===== src/design/xnhd_pkg.sv =====
// ----------------------------------------------------------------------------
// xnhd_pkg
// Shared types, character codes and helpers of the name hex-escape decoder.
// ----------------------------------------------------------------------------
package xnhd_pkg;

  // held bytes of the lookahead window (the seventh byte is the incoming one)
  localparam int unsigned HeldDepth = 6;
  // middle bytes of an escape run
  localparam int unsigned FieldLen  = 4;

  localparam logic [7:0] CharUnderscore = 8'h5F;
  localparam logic [7:0] CharLowerX     = 8'h78;
  localparam logic [7:0] CharUpperX     = 8'h58;
  localparam logic [7:0] CharPlus       = 8'h2B;
  localparam logic [7:0] CharMinus      = 8'h2D;
  localparam logic [7:0] CharZero       = 8'h30;
  localparam logic [7:0] CharNine       = 8'h39;
  localparam logic [7:0] CharLowerA     = 8'h61;
  localparam logic [7:0] CharLowerF     = 8'h66;
  localparam logic [7:0] CharUpperA     = 8'h41;
  localparam logic [7:0] CharUpperF     = 8'h46;
  localparam logic [7:0] CharSpace      = 8'h20;
  localparam logic [7:0] CharTab        = 8'h09;
  localparam logic [7:0] CharCr         = 8'h0D;
  localparam logic [7:0] EscMaxVal      = 8'h7F;

  typedef struct packed {
    logic [7:0] in_byte;
    logic       in_last;
  } in_req_t;

  typedef struct packed {
    logic [7:0] out_byte;
    logic       out_last;
  } out_req_t;

  // contents of one window cell
  typedef struct packed {
    logic       vld;
    logic [7:0] data;
  } cell_data_t;

  // control shared by every cell of the row
  typedef struct packed {
    logic shift;
    logic clear;
  } cell_ctrl_t;

  function automatic logic is_blank(input logic [7:0] c);
    return (c == CharSpace) || ((c >= CharTab) && (c <= CharCr));
  endfunction

  function automatic logic is_hex(input logic [7:0] c);
    return ((c >= CharZero) && (c <= CharNine)) ||
           ((c >= CharLowerA) && (c <= CharLowerF)) ||
           ((c >= CharUpperA) && (c <= CharUpperF));
  endfunction

  function automatic logic [3:0] hex_val(input logic [7:0] c);
    logic [7:0] v;
    if ((c >= CharZero) && (c <= CharNine)) begin
      v = c - CharZero;
    end else if ((c >= CharLowerA) && (c <= CharLowerF)) begin
      v = c - CharLowerA + 8'd10;
    end else if ((c >= CharUpperA) && (c <= CharUpperF)) begin
      v = c - CharUpperA + 8'd10;
    end else begin
      v = 8'd0;
    end
    return v[3:0];
  endfunction

endpackage


===== src/design/xml_name_hex_escape_decoder_core.sv =====
// ----------------------------------------------------------------------------
// xml_name_hex_escape_decoder_core
// Streams a name byte by byte and folds _xHHHH_ runs into single bytes.
// ----------------------------------------------------------------------------
// output: results are held in a registered output stage
// throughput: one request per cycle while the name streams in and the output is not stalled
// flush: after a request with in_last that leaves bytes in the window, the six
//   window cells drain one per cycle while the output is not stalled, and no
//   request is taken until the window is empty
// reset: window and output register empty, no flush pending
module xml_name_hex_escape_decoder_core (
  input  logic               clk_i,
  input  logic               rst_ni,
  input  logic               in_valid_i,
  output logic               in_ready_o,
  input  xnhd_pkg::in_req_t  in_req_i,
  output logic               out_valid_o,
  input  logic               out_ready_i,
  output xnhd_pkg::out_req_t out_req_o
);
  import xnhd_pkg::*;

  // window cells, cell 0 holds the oldest byte; outside a flush valid bytes sit right-aligned
  cell_data_t cell_q  [HeldDepth];
  cell_data_t cell_in [HeldDepth];
  cell_data_t insert;
  cell_ctrl_t cell_ctrl;

  logic [HeldDepth-1:0] vld_vec;
  logic [7:0]           field [FieldLen];

  logic       flush_q, flush_d;
  logic       out_valid_q, out_valid_d;
  out_req_t   out_q, out_d;

  logic       adv;
  logic       in_acc;
  logic       full;
  logic       field_ok;
  logic [7:0] esc_val;
  logic       esc_hit;

  // ---- cell row, each cell loads from its right neighbor ----
  for (genvar k = 0; k < HeldDepth; k++) begin : g_cell
    if (k == HeldDepth - 1) begin : g_tail
      assign cell_in[k] = insert;
    end else begin : g_link
      assign cell_in[k] = cell_q[k+1];
    end

    xnhd_cell u_cell (
      .clk_i  (clk_i),
      .rst_ni (rst_ni),
      .ctrl_i (cell_ctrl),
      .nb_i   (cell_in[k]),
      .cell_o (cell_q[k])
    );

    assign vld_vec[k] = cell_q[k].vld;
  end

  // ---- escape test on the seven-byte window ----
  for (genvar k = 0; k < FieldLen; k++) begin : g_field
    assign field[k] = cell_q[k+2].data;
  end

  xnhd_field_parse u_parse (
    .field_i (field),
    .ok_o    (field_ok),
    .value_o (esc_val)
  );

  // window is full when the oldest cell holds a byte
  assign full    = vld_vec[0];
  assign esc_hit = full &&
                   (cell_q[0].data == CharUnderscore) &&
                   ((cell_q[1].data == CharLowerX) || (cell_q[1].data == CharUpperX)) &&
                   (in_req_i.in_byte == CharUnderscore) &&
                   field_ok;

  // ---- handshake ----
  // output register frees up when empty or taken this cycle
  assign adv        = !out_valid_q || out_ready_i;
  assign in_ready_o = adv && !flush_q;
  assign in_acc     = in_valid_i && in_ready_o;

  always_comb begin
    out_valid_d     = out_valid_q;
    out_d           = out_q;
    flush_d         = flush_q;
    cell_ctrl.shift = 1'b0;
    cell_ctrl.clear = 1'b0;
    insert.vld      = 1'b0;
    insert.data     = in_req_i.in_byte;
    priority if (in_acc) begin
      // new byte enters the tail; a full window emits its head or the escape
      cell_ctrl.shift = 1'b1;
      cell_ctrl.clear = esc_hit;
      insert.vld      = 1'b1;
      out_valid_d     = full;
      out_d.out_byte  = esc_hit ? esc_val : cell_q[0].data;
      out_d.out_last  = esc_hit && in_req_i.in_last;
      // a hit with in_last leaves nothing behind
      flush_d         = in_req_i.in_last && !esc_hit;
    end else if (flush_q && adv) begin
      // drain: shift empties in at the tail, emit whatever reaches the head
      cell_ctrl.shift = 1'b1;
      out_valid_d     = vld_vec[0];
      out_d.out_byte  = cell_q[0].data;
      out_d.out_last  = ~|vld_vec[HeldDepth-1:1];
      flush_d         = |vld_vec[HeldDepth-1:1];
    end else if (adv) begin
      out_valid_d = 1'b0;
    end else begin
      // output stalled, hold everything
      out_valid_d = out_valid_q;
    end
  end

  always_ff @(posedge clk_i or negedge rst_ni) begin
    if (!rst_ni) begin
      out_valid_q <= 1'b0;
      flush_q     <= 1'b0;
    end else begin
      out_valid_q <= out_valid_d;
      flush_q     <= flush_d;
    end
  end

  // output payload, no reset
  always_ff @(posedge clk_i) begin
    out_q <= out_d;
  end

  assign out_valid_o = out_valid_q;
  assign out_req_o   = out_q;

  // ---- assertions ----
  // outside a flush the held bytes sit right-aligned in the row
  a_vld_aligned: assert property (@(posedge clk_i) disable iff (!rst_ni)
    !flush_q |-> ((vld_vec[HeldDepth-2:0] & ~vld_vec[HeldDepth-1:1]) == '0))
    else $error("window valid bits not right-aligned");

  // an escape hit empties the whole window
  a_hit_clears: assert property (@(posedge clk_i) disable iff (!rst_ni)
    (in_acc && esc_hit) |=> (vld_vec == '0))
    else $error("window not empty after escape hit");

  // a pending flush always has bytes left to drain
  a_flush_nonempty: assert property (@(posedge clk_i) disable iff (!rst_ni)
    flush_q |-> (vld_vec != '0))
    else $error("flush pending on empty window");

  // loading the final result ends the flush
  a_last_ends_flush: assert property (@(posedge clk_i) disable iff (!rst_ni)
    (adv && out_valid_d && out_d.out_last) |=> !flush_q)
    else $error("flush still pending after final result");

endmodule


===== src/design/xnhd_cell.sv =====
// ----------------------------------------------------------------------------
// xnhd_cell
// One byte cell of the lookahead window, loaded from its right neighbor.
// ----------------------------------------------------------------------------
module xnhd_cell (
  input  logic                clk_i,
  input  logic                rst_ni,
  input  xnhd_pkg::cell_ctrl_t ctrl_i,
  input  xnhd_pkg::cell_data_t nb_i,
  output xnhd_pkg::cell_data_t cell_o
);
  import xnhd_pkg::*;

  logic       vld_q;
  logic [7:0] data_q;

  always_ff @(posedge clk_i or negedge rst_ni) begin
    if (!rst_ni) begin
      vld_q <= 1'b0;
    end else if (ctrl_i.shift) begin
      vld_q <= nb_i.vld & ~ctrl_i.clear;
    end
  end

  // payload, no reset
  always_ff @(posedge clk_i) begin
    if (ctrl_i.shift) begin
      data_q <= nb_i.data;
    end
  end

  assign cell_o.vld  = vld_q;
  assign cell_o.data = data_q;

endmodule


===== src/design/xnhd_field_parse.sv =====
// ----------------------------------------------------------------------------
// xnhd_field_parse
// Checks the four middle bytes of an escape as a base-16 number up to 0x7F.
// ----------------------------------------------------------------------------
module xnhd_field_parse (
  input  logic [7:0] field_i [xnhd_pkg::FieldLen],
  output logic       ok_o,
  output logic [7:0] value_o
);
  import xnhd_pkg::*;

  logic [2:0]  len;
  logic        found;
  logic [2:0]  pos;
  logic        skip;
  logic        neg;
  logic        all_hex;
  logic [15:0] acc;

  always_comb begin
    // field ends at the first zero byte
    len   = 3'(FieldLen);
    found = 1'b0;
    for (int k = 0; k < FieldLen; k++) begin
      if (!found && (field_i[k] == 8'd0)) begin
        len   = 3'(k);
        found = 1'b1;
      end
    end

    // leading blanks
    pos  = 3'd0;
    skip = 1'b1;
    for (int k = 0; k < FieldLen; k++) begin
      if (skip) begin
        if ((3'(k) < len) && is_blank(field_i[k])) begin
          pos = 3'(k + 1);
        end else begin
          skip = 1'b0;
        end
      end
    end

    // optional sign
    neg = 1'b0;
    if ((pos < len) &&
        ((field_i[2'(pos)] == CharPlus) || (field_i[2'(pos)] == CharMinus))) begin
      neg = (field_i[2'(pos)] == CharMinus);
      pos = pos + 3'd1;
    end

    // 0x prefix only when a hex digit follows
    if (((pos + 3'd2) < len) && (field_i[2'(pos)] == CharZero) &&
        ((field_i[2'(pos + 3'd1)] == CharLowerX) ||
         (field_i[2'(pos + 3'd1)] == CharUpperX)) &&
        is_hex(field_i[2'(pos + 3'd2)])) begin
      pos = pos + 3'd2;
    end

    // digits must run to the end of the field
    all_hex = 1'b1;
    acc     = 16'd0;
    for (int k = 0; k < FieldLen; k++) begin
      if ((3'(k) >= pos) && (3'(k) < len)) begin
        if (is_hex(field_i[k])) begin
          acc = {acc[11:0], hex_val(field_i[k])};
        end else begin
          all_hex = 1'b0;
        end
      end
    end

    ok_o    = (len == 3'd0) ||
              ((pos < len) && all_hex && (!neg || (acc == 16'd0)) &&
               (acc <= 16'(EscMaxVal)));
    value_o = (len == 3'd0) ? 8'd0 : {1'b0, acc[6:0]};
  end

endmodule

===== config.mk =====
export PLATFORM = sky130hd
export DESIGN_NAME = xml_name_hex_escape_decoder_core
export DESIGN_NICKNAME = d
export VERILOG_FILES = /design/src/design/xnhd_pkg.sv /design/src/design/xml_name_hex_escape_decoder_core.sv /design/src/design/xnhd_cell.sv /design/src/design/xnhd_field_parse.sv
export SDC_FILE = /design/constraint.sdc
export NUM_CORES = 1
export LEC_CHECK = 0
export BUFFER_PORTS_ARGS = -buffer_cell sky130_fd_sc_hd__buf_4
export CELL_PAD_IN_SITES_DETAIL_PLACEMENT = 1
export CELL_PAD_IN_SITES_GLOBAL_PLACEMENT = 1
export CORE_ASPECT_RATIO = 0.5
export CORE_MARGIN = 2
export CORE_UTILIZATION = 53
export DETAILED_ROUTE_END_ITERATION = 10
export GPL_ROUTABILITY_DRIVEN = 0
export PLACE_DENSITY_LB_ADDON = 0.1
export SYNTH_ARGS = -nofsm -noshare
export SYNTH_HDL_FRONTEND = slang
export SYNTH_SLANG_ARGS = --single-unit

===== constraint.sdc =====
create_clock -name clk_i -period 18.65 [get_ports clk_i]
set_input_delay 3.73 -clock clk_i [delete_from_list [all_inputs] [get_ports clk_i]]
set_output_delay 3.73 -clock clk_i [all_outputs]
set_load 0.01 [all_outputs]

==> impl_metrics.csv <==
group,metric,value,unit
setup_path,critPathMaxFanout,16,
cells_and_area,synthToLayoutAreaGrowth,10.5,%
cells_and_area,multiInputGateArea,3040,µm²
timing,report.final.slew_viol_count,0,
floorplan,die_width,144,µm
detailed_routing,vias,4753,
setup_path,startpoint_type,"register",
timing,setup_ws,8.52,ns
logic_synthesis,synth.avg_cell_area,9.61,µm²
logic_synthesis,synthTopCellsByArea,"edfxtp_1 33%, ha_1 5.8%, mux2i_1 4.3%",
clock_tree,hold_buffers,0,
power_and_ir_drop,power_density,163,nW/µm²
detailed_routing,vias_per_cell,6.91,
timing,fmax,98.8,MHz
detailed_routing,drt-initial-drc-count,604,
clock_tree,cts.sinks,65,
timing,setup_viol,0,
logic_synthesis,synth_area_leader_cell,"edfxtp_1",
timing,rsz0062_at_grt,"no",
timing,fin_crit_sh,0.543,
detailed_routing,routed_wl,17.6,mm
grt,grt_usage,0.347,
grt,grt_pass1_vias,4579,
cells_and_area,diodes,0,
power_and_ir_drop,pwr-share-seq,0.396,
logic_synthesis,synth_seq_cells,65,
clock_tree,clock-root-buffer,"clkbuf_16",
setup_path,rr_startpoint,"g_cell[2].u_cell.data_q[0]$_DFFE_PP_",
power_and_ir_drop,power.switching,0.419,mW
logic_synthesis,synthDistinctLibCells,86,
grt,grt_first_pass_wirelength,27.1,mm
detailed_routing,wire_per_inst,25.5,µm
logic_synthesis,ys_async_sr_fraction,0.123,
logic_synthesis,synth.yosys.warnings,0,
timing,period_needed,10.13,ns
timing,setup_tns,0,ns
floorplan,die_area,10600,µm²
grt,overflow,0,
grt,grt_max_degree,33,
cells_and_area,fill_cells,1066,
clock_tree,numCtsBuffers,9,
power_and_ir_drop,p_leak,2.22,nW
flow_run,max_cap_violations,0,
floorplan,row_count,25,
setup_path,critPathKind,"reg2reg",
hold_path,min_path_type,"reg2reg",
cells_and_area,layout_commonest_cell,"edfxtp_1",
floorplan,core,9480,µm²
clock_tree,post_cts_resized,0,
placed_design,post-dp-hpwl,12.7,mm
timing,whs,0.431,ns
setup_path,critPathArrivalTime,10.22,ns
detailed_routing,firstDrtPassIters,6,
logic_synthesis,synth_edf_count,57,
setup_path,timing.critical_path.required,18.74,ns
power_and_ir_drop,combPwrFrac,0.407,
cells_and_area,finalNetCount,585,
detailed_routing,drc,0,
power_and_ir_drop,p_int,0.511,mW
floorplan,boundaryPins,24,
setup_path,critical-path-max-stage-delay,0.85,ns
floorplan,die_h,73.9,µm
placed_design,place_ws,9.08,ns
timing,finalHoldViolations,0,
grt,antenna_found_initial,0,
clock_tree,tritoncts,"done",
floorplan,initial_core_util,0.546,
logic_synthesis,synth_flop_cell,"edfxtp_1",
power_and_ir_drop,p_clk_frac,0.197,
cells_and_area,final_util,0.604,
logic_synthesis,synth_area,5180,µm²
clock_tree,cts_setup_buffers,0,
setup_path,cpMaxStageDelayCell,"o31ai_2",
cells_and_area,layout-drive-gt1-share,0.143,
detailed_routing,postRouteAntennaNets,0,
logic_synthesis,yosysTopAreaCellShare,0.331,
clock_tree,worstSkewPairLatency,0.35,ns
clock_tree,cts_buffer_depth,2,
placed_design,io_buffer_count,23,
clock_tree,htreeDepth,3,
status,outcome,"completed",
hold_path,worstHoldStart,"g_cell[1].u_cell.data_q[5]$_DFFE_PP_",
cells_and_area,regArea,1910,µm²
logic_synthesis,yosysSeqAreaShare,0.369,
power_and_ir_drop,switching_share,0.450,
setup_path,cp-end-kind,"register",
power_and_ir_drop,peakVddDrop,69.0,µV
setup_path,startpoint,"g_cell[2].u_cell.data_q[0]$_DFFE_PP_",
timing,relSlewSlack,0.378,
power_and_ir_drop,total_power,0.930,mW
logic_synthesis,synthCells,539,
clock_tree,clk_pin_slew_worst_paths,0.07,ns
timing,clock_skew,0.0145,ns
timing,tightest_slew,0.928,ns
logic_synthesis,synth_nets,576,
cells_and_area,final_cell_mix,"57 x edfxtp_1, 51 x nand2_1, 38 x nor2_1, 26 x buf_4, 24 x ha_1",
area by class of cell:
type | count | share of cell area
inverters | 23 | 0.0151
multi-input cells | 423 | 0.532
flip-flops and latches | 65 | 0.334
repair buffers | 26 | 0.0341
well taps | 135 | 0.0295
clock inverters | 4 | 0.00503
clock buffers | 12 | 0.0505
per-stage QoR:
step	cell area, µm²	cells
2_1_floorplan	5180	539
3_3_place_gp	5400	672
3_5_place_dp	5400	672
4_1_cts	5720	688
5_1_grt	5720	688
6_report	5720	688
logic make-up after synthesis:
| logic type | synth area share |
|---|---|
| AO/OA/AOI/OAI | 0.199 |
| AND/OR/NAND/NOR | 0.228 |
| multiplexers | 0.0824 |
| adder cells (fa/ha/maj) | 0.0580 |
| buffers and inverters | 0.0433 |
| flip-flops | 0.369 |
| XOR/XNOR | 0.0203 |
worst max-delay path, delay by kind of cell (launching register included):
family,cells,cell delay [ns]
fa+ha+maj,3,0.99
mux,2,0.79
xor+xnor,1,0.26
flops,1,0.62
compound gates,16,5.60
buf+inv,3,0.78
simple gates,5,0.79
routing by layer:
| layer | vias to the layer above | routed length [µm] | track usage |
|---|---|---|---|
| met5 | - | 0 | 0 |
| met4 | 0 | 602 | 0.124 |
| met3 | 59 | 1670 | 0.0860 |
| met2 | 288 | 7460 | 0.525 |
| met1 | 2332 | 7850 | 0.486 |
| li1 | 2074 | - | - |
worst paths after layout:
path / cells after the start / slack [ns] / end
setup / recovery: 30 / 8.52 / out_req_o[5]$_DFFE_PP_
hold / removal: 0 / 0.43 / g_cell[0].u_cell.data_q[5]$_DFFE_PP_
setup reg to reg: 30 / 8.52 / out_req_o[5]$_DFFE_PP_
hold reg to reg: 0 / 0.43 / g_cell[0].u_cell.data_q[5]$_DFFE_PP_
max in group asynchronous: 1 / 15.33 / out_valid_o$_DFFE_PN0P_
min in group asynchronous: 1 / 3.20 / g_cell[2].u_cell.vld_q$_DFFE_PN0P_
sequential cells by signal (all words and copies together), names as in the netlist:
signal	count
out_req_o	9
g_cell.u_cell.vld_q	6
g_cell.u_cell.data_q	48
out_valid_o	1
flush_q	1
cells in the mapped netlist, types with 4 or more instances:
cell       n
nand4_1    6
a21o_1     7
mux2_1     6
buf_2      5
or3_1      4
mux2i_1   22
nand3_1   14
xnor2_1    9
nor4bb_1   4
clkbuf_1  17
dfrtp_1    8
ha_1      24
o31ai_1    4
nand2_1   51
edfxtp_1  57
a31oi_1    7
inv_1     22
nor2b_1   10
nor4_1     8
a21oi_1   20
nor2_1    38
nor4b_1   10
o221ai_1   6
o21ai_0   23
a221oi_1   5
and2_1     6
mux2_2     5
o22ai_1    6
a32oi_1    4
o21ai_1   10
a211oi_1   7
nor3_1    12
nand2b_1  16
power by group through the flow:
stage	registers, mW	logic [mW]	clock network, mW
after global routing	0.374	0.408	0.188
after detailed placement	0.363	0.364	0
final	0.369	0.379	0.183
after floorplan	0.299	0.281	0
after global placement	0.359	0.354	0
after CTS	0.362	0.370	0.183
No activity file was read; power rests on OpenSTA's default activity.
